==> config.mk <==
export PLATFORM = sky130hd
export DESIGN_NAME = gamepad_frame_sanitizer
export DESIGN_NICKNAME = d
export VERILOG_FILES = /design/src/gfs_pkg.sv /design/src/gamepad_frame_sanitizer.sv /design/src/gfs_frame_eval.sv
export SDC_FILE = /design/constraint.sdc
export NUM_CORES = 1
export LEC_CHECK = 0
export BUFFER_PORTS_ARGS = -buffer_cell sky130_fd_sc_hd__buf_2
export CORE_ASPECT_RATIO = 0.5
export CORE_MARGIN = 2
export CORE_UTILIZATION = 45
export CTS_CLUSTER_DIAMETER = 150
export DETAILED_ROUTE_END_ITERATION = 6
export HOLD_SLACK_MARGIN = 0.03
export SKIP_LAST_GASP = 1
export SYNTH_ARGS = -nofsm -noshare
export SYNTH_HDL_FRONTEND = slang
export SYNTH_SLANG_ARGS = --single-unit
export TNS_END_PERCENT = 30
==> constraint.sdc <==
create_clock -name i_clk -period 5.7 [get_ports i_clk]
set_input_delay 1.71 -clock i_clk [delete_from_list [all_inputs] [get_ports i_clk]]
set_output_delay 1.71 -clock i_clk [all_outputs]
set_load 0.03 [all_outputs]
==> src/gfs_pkg.sv <==
// Shared types and constants for the gamepad frame sanitizer.
// Holds frame layout positions, mode codes, register indexes and result records.
// Used by gfs_frame_eval and gamepad_frame_sanitizer; depends on nothing.
`timescale 1ns / 1ps
`default_nettype none

package gfs_pkg;

    localparam int FRAME_BYTES = 9;
    localparam int POS_W       = 4;

    localparam logic [POS_W-1:0] POS_FIRST = POS_W'(0);
    localparam logic [POS_W-1:0] POS_MODE  = POS_W'(1);
    localparam logic [POS_W-1:0] POS_B3    = POS_W'(3);
    localparam logic [POS_W-1:0] POS_B4    = POS_W'(4);
    localparam logic [POS_W-1:0] POS_B5    = POS_W'(5);
    localparam logic [POS_W-1:0] POS_B6    = POS_W'(6);
    localparam logic [POS_W-1:0] POS_B7    = POS_W'(7);
    localparam logic [POS_W-1:0] POS_LAST  = POS_W'(FRAME_BYTES - 1);

    localparam logic [7:0] MODE_DIGITAL_WIRED    = 8'h41;
    localparam logic [7:0] MODE_DIGITAL_WIRELESS = 8'h20;
    localparam logic [7:0] MODE_FAULT            = 8'hFF;

    localparam logic [3:0] COUNT_MAX = 4'd15;

    localparam logic [1:0] REG_TIMEOUT_LIMIT     = 2'd0;
    localparam logic [1:0] REG_LEFT_TRIGGER_BIT  = 2'd1;
    localparam logic [1:0] REG_RIGHT_TRIGGER_BIT = 2'd2;

    localparam logic [3:0] TIMEOUT_LIMIT_RESET     = 4'd10;
    localparam logic [3:0] LEFT_TRIGGER_BIT_RESET  = 4'd8;
    localparam logic [3:0] RIGHT_TRIGGER_BIT_RESET = 4'd9;

    typedef struct packed {
        logic [3:0] timeout_limit;
        logic [3:0] left_trigger_bit;
        logic [3:0] right_trigger_bit;
    } t_cfg;

    // Frame bytes 3 to 8: the only bytes mapped onto the data outputs.
    typedef struct packed {
        logic [7:0] b3;
        logic [7:0] b4;
        logic [7:0] b5;
        logic [7:0] b6;
        logic [7:0] b7;
        logic [7:0] b8;
    } t_tail;

    localparam t_tail DEFAULT_TAIL = '{
        b3: 8'hFF, b4: 8'hFF, b5: 8'h80, b6: 8'h80, b7: 8'h80, b8: 8'h80
    };

    typedef struct packed {
        logic [15:0] buttons;
        logic [7:0]  left_x;
        logic [7:0]  left_y;
        logic [7:0]  right_x;
        logic [7:0]  right_y;
        logic [7:0]  left_trigger;
        logic [7:0]  right_trigger;
        logic        reinit_request;
        logic        frame_replaced;
        logic        link_lost;
    } t_result;

endpackage

`default_nettype wire

==> src/gamepad_frame_sanitizer.sv <==
// Top level of the gamepad frame sanitizer: byte collection, state and result register.
// Instantiates gfs_frame_eval and uses gfs_pkg.
//
// Channel   Direction  Handshake          Payload
// input     in         i_valid / o_stall  i_rx_byte, i_frame_start
// result    out        o_valid / i_stall  o_buttons .. o_link_lost
// config    in         i_cfg_we           i_cfg_index, i_cfg_data
//
// A byte per cycle unless stalled; a result is valid in the cycle after the ninth byte.
// The frame check is a single pass of logic between the byte registers and the result register.
// Synchronous active-low reset restores config, position, count, valid and stored frame.
// A waiting result held by the sink stalls any byte offered once eight bytes are collected.
`timescale 1ns / 1ps
`default_nettype none

module gamepad_frame_sanitizer (
    input  wire logic        i_clk,
    input  wire logic        i_rst_n,
    input  wire logic        i_valid,
    output logic             o_stall,
    input  wire logic [7:0]  i_rx_byte,
    input  wire logic        i_frame_start,
    output logic             o_valid,
    input  wire logic        i_stall,
    output logic [15:0]      o_buttons,
    output logic [7:0]       o_left_x,
    output logic [7:0]       o_left_y,
    output logic [7:0]       o_right_x,
    output logic [7:0]       o_right_y,
    output logic [7:0]       o_left_trigger,
    output logic [7:0]       o_right_trigger,
    output logic             o_reinit_request,
    output logic             o_frame_replaced,
    output logic             o_link_lost,
    input  wire logic        i_cfg_we,
    input  wire logic [1:0]  i_cfg_index,
    input  wire logic [3:0]  i_cfg_data
);

    gfs_pkg::t_cfg               r_cfg;
    logic [gfs_pkg::POS_W-1:0]   r_pos;
    logic                        r_nonzero;
    logic [7:0]                  r_mode;
    logic [7:0]                  r_b3, r_b4, r_b5, r_b6, r_b7;
    gfs_pkg::t_tail              r_prev;
    logic [3:0]                  r_count;
    logic                        r_out_valid;
    gfs_pkg::t_result            r_result;

    logic                        in_xfer;
    logic                        complete;
    logic [gfs_pkg::POS_W-1:0]   pos_eff;
    logic                        all_zero;
    gfs_pkg::t_tail              tail_now;
    gfs_pkg::t_result            n_result;
    gfs_pkg::t_tail              n_prev;
    logic [3:0]                  n_count;

    assign o_stall  = r_out_valid && i_stall && (r_pos == gfs_pkg::POS_LAST);
    assign in_xfer  = i_valid && !o_stall;
    assign pos_eff  = i_frame_start ? gfs_pkg::POS_FIRST : r_pos;
    assign complete = in_xfer && (pos_eff == gfs_pkg::POS_LAST);
    assign all_zero = !r_nonzero && (i_rx_byte == 8'd0);
    assign tail_now = '{b3: r_b3, b4: r_b4, b5: r_b5, b6: r_b6, b7: r_b7, b8: i_rx_byte};

    gfs_frame_eval u_eval (
        .i_tail     (tail_now),
        .i_prev     (r_prev),
        .i_mode     (r_mode),
        .i_all_zero (all_zero),
        .i_count    (r_count),
        .i_cfg      (r_cfg),
        .o_result   (n_result),
        .o_prev     (n_prev),
        .o_count    (n_count)
    );

    always_ff @(posedge i_clk) begin
        if (!i_rst_n) begin
            r_cfg.timeout_limit     <= gfs_pkg::TIMEOUT_LIMIT_RESET;
            r_cfg.left_trigger_bit  <= gfs_pkg::LEFT_TRIGGER_BIT_RESET;
            r_cfg.right_trigger_bit <= gfs_pkg::RIGHT_TRIGGER_BIT_RESET;
        end else if (i_cfg_we) begin
            case (i_cfg_index)
                gfs_pkg::REG_TIMEOUT_LIMIT:     r_cfg.timeout_limit     <= i_cfg_data;
                gfs_pkg::REG_LEFT_TRIGGER_BIT:  r_cfg.left_trigger_bit  <= i_cfg_data;
                gfs_pkg::REG_RIGHT_TRIGGER_BIT: r_cfg.right_trigger_bit <= i_cfg_data;
                default: ;
            endcase
        end
    end

    always_ff @(posedge i_clk) begin
        if (!i_rst_n) begin
            r_pos     <= gfs_pkg::POS_FIRST;
            r_nonzero <= 1'b0;
            r_prev    <= gfs_pkg::DEFAULT_TAIL;
            r_count   <= 4'd0;
        end else if (in_xfer) begin
            if (complete) begin
                r_pos   <= gfs_pkg::POS_FIRST;
                r_prev  <= n_prev;
                r_count <= n_count;
            end else begin
                r_pos <= pos_eff + gfs_pkg::POS_W'(1);
            end
            r_nonzero <= ((pos_eff != gfs_pkg::POS_FIRST) && r_nonzero) || (i_rx_byte != 8'd0);
        end
    end

    always_ff @(posedge i_clk) begin
        if (in_xfer) begin
            case (pos_eff)
                gfs_pkg::POS_MODE: r_mode <= i_rx_byte;
                gfs_pkg::POS_B3:   r_b3   <= i_rx_byte;
                gfs_pkg::POS_B4:   r_b4   <= i_rx_byte;
                gfs_pkg::POS_B5:   r_b5   <= i_rx_byte;
                gfs_pkg::POS_B6:   r_b6   <= i_rx_byte;
                gfs_pkg::POS_B7:   r_b7   <= i_rx_byte;
                default: ;
            endcase
        end
    end

    always_ff @(posedge i_clk) begin
        if (!i_rst_n) begin
            r_out_valid <= 1'b0;
        end else if (complete) begin
            r_out_valid <= 1'b1;
        end else if (!i_stall) begin
            r_out_valid <= 1'b0;
        end
    end

    always_ff @(posedge i_clk) begin
        if (complete) begin
            r_result <= n_result;
        end
    end

    assign o_valid          = r_out_valid;
    assign o_buttons        = r_result.buttons;
    assign o_left_x         = r_result.left_x;
    assign o_left_y         = r_result.left_y;
    assign o_right_x        = r_result.right_x;
    assign o_right_y        = r_result.right_y;
    assign o_left_trigger   = r_result.left_trigger;
    assign o_right_trigger  = r_result.right_trigger;
    assign o_reinit_request = r_result.reinit_request;
    assign o_frame_replaced = r_result.frame_replaced;
    assign o_link_lost      = r_result.link_lost;

`ifndef NO_ASSERTIONS
    a_pos_range: assert property (@(posedge i_clk) disable iff (!i_rst_n)
        r_pos <= gfs_pkg::POS_LAST)
        else $error("byte position left the frame");

    a_good_frame_clears_count: assert property (@(posedge i_clk) disable iff (!i_rst_n)
        complete && !all_zero |=> r_count == 4'd0)
        else $error("empty count not cleared by a good frame");

    a_lost_implies_replaced: assert property (@(posedge i_clk) disable iff (!i_rst_n)
        o_valid && o_link_lost |-> o_frame_replaced)
        else $error("link lost reported without replacement");

    a_reinit_not_replaced: assert property (@(posedge i_clk) disable iff (!i_rst_n)
        o_valid && o_reinit_request |-> !o_frame_replaced)
        else $error("substituted frame treated as empty");
`endif

endmodule

`default_nettype wire

==> src/gfs_frame_eval.sv <==
// Frame check for one completed frame: mode test, empty handling and output mapping.
// Purely combinational; the caller registers the result and the updated state.
// Depends on gfs_pkg.
`timescale 1ns / 1ps
`default_nettype none

module gfs_frame_eval (
    input  wire gfs_pkg::t_tail   i_tail,
    input  wire gfs_pkg::t_tail   i_prev,
    input  wire logic [7:0]       i_mode,
    input  wire logic             i_all_zero,
    input  wire logic [3:0]       i_count,
    input  wire gfs_pkg::t_cfg    i_cfg,
    output gfs_pkg::t_result      o_result,
    output gfs_pkg::t_tail        o_prev,
    output logic [3:0]            o_count
);

    logic           reinit;
    logic           empty;
    logic           lost;
    logic [3:0]     count_inc;
    gfs_pkg::t_tail f;
    logic [15:0]    keys;

    always_comb begin
        reinit = (i_mode == gfs_pkg::MODE_DIGITAL_WIRED)
              || (i_mode == gfs_pkg::MODE_DIGITAL_WIRELESS)
              || (i_mode == gfs_pkg::MODE_FAULT);
        // A substituted frame carries a nonzero mode byte and is never empty.
        empty     = i_all_zero;
        count_inc = (i_count != gfs_pkg::COUNT_MAX) ? i_count + 4'd1 : i_count;
        lost      = empty && (count_inc > i_cfg.timeout_limit);

        if (!empty) begin
            o_count = 4'd0;
        end else if (lost) begin
            o_count = i_cfg.timeout_limit + 4'd1;
        end else begin
            o_count = count_inc;
        end

        if (reinit) begin
            f = gfs_pkg::DEFAULT_TAIL;
        end else if (empty) begin
            f = lost ? gfs_pkg::DEFAULT_TAIL : i_prev;
        end else begin
            f = i_tail;
        end
        o_prev = f;

        keys = ~{f.b4, f.b3};
        o_result.buttons        = keys;
        o_result.left_x         = f.b7;
        o_result.left_y         = ~f.b8;
        o_result.right_x        = f.b5;
        o_result.right_y        = f.b6;
        o_result.left_trigger   = keys[i_cfg.left_trigger_bit] ? 8'hFF : 8'h00;
        o_result.right_trigger  = keys[i_cfg.right_trigger_bit] ? 8'hFF : 8'h00;
        o_result.reinit_request = reinit;
        o_result.frame_replaced = empty;
        o_result.link_lost      = lost;
    end

endmodule

`default_nettype wire
==> results.sh, run 1 <==
export IMPL_synth_compound_gate_area_share_pct=9.583
export IMPL_grt_pass1_vias=4580
export IMPL_power_leakage_nw=3.438
export IMPL_antenna_found_initial=0
export IMPL_cts_tree="done"
export IMPL_drv_cap=0
export IMPL_ys_seq_elements=171
export IMPL_synth_edff_count=101
export IMPL_largest_reg_flops=48
export IMPL_syn_to_final_growth_pct=15.16
export IMPL_drive_gt1_share_pct=21.13
export IMPL_fin_nets=727
export IMPL_finalSetupTns_ns=0
export IMPL_tightest_slew_ns=0.8194
export IMPL_port_buffers=88
export IMPL_synthAdderAreaFrac_pct=1.690
export IMPL_setup_viol=0
export IMPL_cp_end_kind="output port"
export IMPL_num_vias=4986
export IMPL_met3_length_microns=1003
export IMPL_drc_errors=0
export IMPL_path_clk_slew_ns=0.08
export IMPL_vias_per_cell=5.321
export IMPL_yosys_warnings=0
export IMPL_row_count=33
export IMPL_cts_buffers_inserted=17
export IMPL_clk_latency_ns=0.44
export IMPL_layoutNonFillerInstCount=937
export IMPL_grt_max_degree=81
export IMPL_cts_resized=0
export IMPL_post_dp_cell_area_sq_um=7913
export IMPL_yosysSeqAreaShare_pct=59.90
export IMPL_hold_class="reg2reg"
export IMPL_fin_worst_skew_ns=0.01262
export IMPL_syn_area_per_cell_sq_um=11.70
export IMPL_final_min_clock_period_ns=4.154
export IMPL_grt_pass1_wl_microns=25250
export IMPL_m1WireLength_microns=7755
export IMPL_dp_cells=905
export IMPL_synth_area_sq_um=7403
export IMPL_place_congestion=0.8232
export IMPL_crit_required_ns=3.99
export IMPL_ys_flop_type="edfxtp_1"
export IMPL_synth_mux_area_share_pct=8.349
export IMPL_worst_slack_ns=1.546
export IMPL_cp_data_arrival_time_ns=2.44
export IMPL_fmax_ghz=0.2407
export IMPL_clock_path_buffers=2
export IMPL_dp_hpwl_microns=10120
export IMPL_hold_slack_ns=0.4542
export IMPL_start_util_pct=45.62
export IMPL_finalCritPeriodShare_pct=72.88
export IMPL_root_buffer="clkbuf_16"
export IMPL_ir_worst_vdd_v=0.0002464
export IMPL_synth_top_area_share_pct=40.97
export IMPL_drv_slew=0
export IMPL_rsz0062_at_grt="no"
export IMPL_die_area_sq_um=17560
export IMPL_post_cts_buffers=0
export IMPL_postRouteAntennaNets=0
export IMPL_yosysMostFrequentCell="nand2_1"
export IMPL_dpl_worst_slack_ns=1.267
export IMPL_wirelength_microns=16130
export IMPL_synth_simple_area_share_pct=14.99
export IMPL_crit_type="in2out"
export IMPL_yosys_area_top_type="edfxtp_1"
export IMPL_yosys_area_share_xor_xnor_pct=0.4732
export IMPL_netlist_instances=633
export IMPL_grt_overflow=0
export IMPL_diodes=0
export IMPL_first_pass_iters=5
export IMPL_syn_nets=663
export IMPL_synth_top_family_by_area="simple AND/OR/NAND/NOR gates"
export IMPL_wl_per_cell_microns=17.21
export IMPL_async_flop_share_pct=0
export IMPL_hold_viol=0
export IMPL_top_register="r_prev"
export IMPL_netlist_top_cells_count="nand2_1 (102), edfxtp_1 (101), dfxtp_1 (70)"
export IMPL_dieHeight_microns=94.70
export IMPL_cp_max_fo=3
export IMPL_synth_distinct_cells=56
export IMPL_clock_sinks=171
export IMPL_holdBufCountCts=0
export IMPL_core_sq_um=16230
export IMPL_fin_area_sq_um=8526
export IMPL_max_slew_margin_pct=45.38
export IMPL_grtUsageTotal_pct=19.13
export IMPL_outcome="completed"
export IMPL_wl_met2_microns=7189
export IMPL_power_density_nw_per_um2=304.1
export IMPL_die_w_microns=185.4
export IMPL_synth_area_top_cells="edfxtp_1 (41%), dfxtp_1 (19%), mux2i_1 (5.5%)"
export IMPL_top_layer="met4"
export IMPL_cts_htree_levels=4
export IMPL_cp_start_kind="input pin"
export IMPL_io_pins=89
export IMPL_first_iter_violations=413
## area by class of cell
| class | instances | area (sq um) |
|---|---|---|
| Clock inverter | 15 | 187.7 |
| Fill cell | 1434 | 7701 |
| Multi-Input combinational cell | 389 | 2611 |
| Timing Repair Buffer | 96 | 500.5 |
| Sequential cell | 171 | 4434 |
| Tap cell | 227 | 284.0 |
| Inverter | 22 | 82.58 |
| Clock buffer | 17 | 425.4 |
## cell usage in the layout, fill, tap and decap left out, types with 17 or more instances in the layout
master	netlist	final
and2_1	23	23
buf_2	7	88
clkbuf_16	0	17
dfxtp_1	70	70
edfxtp_1	101	101
inv_1	20	20
mux2i_1	41	41
nand2_1	102	101
nor3_1	26	26
o211ai_1	24	24
## power breakdown
part           total (mW)  leakage (nW)  switching [mW]  internal [mW]
logic              0.0652          1.66          0.0396         0.0256
clock network        1.21         0.297           0.516          0.699
registers            1.31          1.48         0.00596           1.31
total                2.59          3.44           0.562           2.03
## cell families after synthesis
logic type      Yosys count
simple gates            223
flops                   171
compound gates          101
buf+inv                  73
mux                      51
fa+ha+maj                10
xor+xnor                  4
## critical path, cell delays in order
cell,delay [ns]
buf_2,0.07
nand2_1,0.08
nor4_1,0.32
buf_2,0.27
## per-layer routing
layer	global-route usage, %	vias up
met5	0	-
met4	5.688	0
met3	4.474	19
met2	28.95	154
met1	27.45	2404
li1	-	2409
## worst paths after layout
check             startpoint                 end  slack [ns]  cells past startpoint
setup / recovery     i_stall             o_stall        1.55                      4
hold / removal    r_prev[22]          r_prev[22]        0.45                      2
setup reg to reg  r_count[0]  o_right_trigger[6]        2.13                     11
hold reg to reg   r_prev[22]          r_prev[22]        0.45                      2
## per-stage QoR
| stage | total power [mW] | utilization, % |
|---|---|---|
| 6_report | 2.592 | 52.54 |
| 5_1_grt | 2.673 | 52.54 |
| 4_1_cts | 2.609 | 52.54 |
| 3_5_place_dp | 1.405 | 48.76 |
| 3_3_place_gp | 1.404 | 48.76 |
| 2_1_floorplan | 1.377 | - |
(Power assumes the default switching activity.)
==> inputs of run 2 (changes only) <==
clock period = 4 ns   (was 5.7 ns; I/O delays follow)
==> run 2 against run 1 <==
  * Combinational power is 45% higher
  * Sequential cell count unchanged
  * Sequential share of layout area down 0.23 points
  * Die area did not move
  * Setup slack lost 0.83 ns
  * Wire length grew 1.3%
  * Critical path type is now reg2reg
  * Largest power group unchanged
  * Highest routed layer unchanged
==> results.sh, run 2 (same netlist as run 1, synthesis figures left out) <==
export IMPL_layout_common_cells="nand2_1 (101), edfxtp_1 (101), buf_2 (88), dfxtp_1 (70), mux2i_1 (41)"
export IMPL_slowest_delay_ns=0.62
export IMPL_clock_path_buffers=2
export IMPL_postRouteAntennaNets=0
export IMPL_slowest_stage="nor2_2"
export IMPL_top_register="r_prev"
export IMPL_cp_num_buf_inv=0
export IMPL_clock_sinks=171
export IMPL_path_delay_family="simple AND/OR/NAND/NOR gates"
export IMPL_grt_max_degree=81
export IMPL_first_iter_violations=415
export IMPL_diodes=0
export IMPL_post_cts_buffers=0
export IMPL_drv_cap=0
export IMPL_root_buffer="clkbuf_16"
export IMPL_die_w_microns=185.4
export IMPL_dpl_worst_slack_ns=0.4124
export IMPL_row_count=33
export IMPL_largest_reg_flops=48
export IMPL_antenna_found_initial=0
export IMPL_rsz0062_at_grt="no"
export IMPL_io_pins=89
export IMPL_cp_start_kind="register"
export IMPL_num_vias=4986
export IMPL_port_buffers=88
export IMPL_finalCritPeriodShare_pct=82.01
export IMPL_cpMostUsedCell="ha_1"
export IMPL_grt_pass1_wl_microns=25460
export IMPL_power_density_nw_per_um2=424.1
export IMPL_wirelength_microns=16340
export IMPL_hold_class="reg2reg"
export IMPL_drv_slew=0
export IMPL_die_area_sq_um=17560
export IMPL_fmax_ghz=0.3048
export IMPL_tightest_slew_ns=0.8254
export IMPL_outcome="completed"
export IMPL_grt_overflow=0
export IMPL_syn_to_final_growth_pct=15.67
export IMPL_cts_buffers_inserted=17
export IMPL_dp_hpwl_microns=10420
export IMPL_power_leakage_nw=3.460
export IMPL_path_cells="ha_1, nand3_1, mux2_2, ha_1, nor2b_1, o211ai_1, a211oi_4, nor2_2, a221oi_1, o311ai_1"
export IMPL_cp_data_arrival_time_ns=3.53
export IMPL_vias_per_cell=5.293
export IMPL_holdBufCountCts=0
export IMPL_setup_viol=0
export IMPL_max_slew_margin_pct=44.97
export IMPL_cp_end_kind="register"
export IMPL_drive_gt1_share_pct=21.54
export IMPL_wl_per_cell_microns=17.34
export IMPL_clk_latency_ns=0.43
export IMPL_cp_max_fo=24
export IMPL_cts_resized=0
export IMPL_dieHeight_microns=94.70
export IMPL_finalSetupTns_ns=0
export IMPL_fin_worst_skew_ns=0.01533
export IMPL_drc_errors=0
export IMPL_final_min_clock_period_ns=3.280
export IMPL_core_sq_um=16230
export IMPL_crit_required_ns=4.25
export IMPL_start_util_pct=45.62
export IMPL_ir_worst_vdd_v=0.0003376
export IMPL_n_fill_cell=1417
export IMPL_hold_viol=0
export IMPL_worst_slack_ns=0.7195
export IMPL_fin_nets=732
export IMPL_cts_htree_levels=4
export IMPL_grtUsageTotal_pct=19.37
export IMPL_crit_type="reg2reg"
export IMPL_grt_pass1_vias=4644
export IMPL_path_clk_slew_ns=0.07
export IMPL_place_congestion=0.8407
export IMPL_first_pass_iters=5
export IMPL_cts_tree="done"
run 2: changes by cell type in the layout (fill, tap and decap cells not counted), sizes merged:
cell      change
buf           +5
bufinv        -1
clkbuf        +1
clkinvlp      -1
inv           +1
run 2: final cells by class:
cell class | instances | area (sq um) | area share (%)
inverters | 22 | 82.58 | 0.9643
multi-input cells | 389 | 2611 | 30.49
clock buffers | 18 | 429.2 | 5.012
well taps | 227 | 284.0 | 3.317
repair buffers | 101 | 563.0 | 6.575
clock inverters | 14 | 158.9 | 1.856
flip-flops and latches | 171 | 4434 | 51.78
run 2: power by group:
| group | internal, mW | switching (mW) |
|---|---|---|
| logic | 0.0387 | 0.0556 |
| registers | 1.86 | 0.00878 |
| clock network | 0.935 | 0.731 |
run 2: tightest hold or removal path, delay by kind of cell, from the launching register on:
kind	cells	cell delay, ns
AOI/OAI and AO/OA	1	0.05
and+or+nand+nor	1	0.05
DFF	1	0.31
run 2: path summary, 6_finish.rpt:
path / startpoint / endpoint / slack [ns] / cells past startpoint
setup reg to reg: r_count[0] / o_right_trigger[6] / 0.72 / 10
setup / recovery: r_count[0] / o_right_trigger[6] / 0.72 / 10
hold / removal: r_prev[27] / r_prev[27] / 0.45 / 2
hold reg to reg: r_prev[27] / r_prev[27] / 0.45 / 2
run 2: routing by layer:
metal / track usage, % / vias up / share of wire (%)
met5: 0 / - / 0
met4: 4.299 / 0 / 0.65
met3: 5.438 / 12 / 6.0
met2: 29.66 / 148 / 44
met1: 27.48 / 2408 / 49
li1: - / 2418 / -
run 2: through the flow:
stage	area (sq um)	hold WS (ns)	utilization (%)	cells	power [mW]
2_1_floorplan	7405	0.4344	-	633	1.963
3_3_place_gp	7975	0.4401	49.15	910	2.003
3_5_place_dp	7975	0.4470	49.15	910	2.004
4_1_cts	8563	0.4560	52.77	942	3.658
5_1_grt	8563	0.4751	52.77	942	3.741
6_report	8563	0.4525	52.77	942	3.631
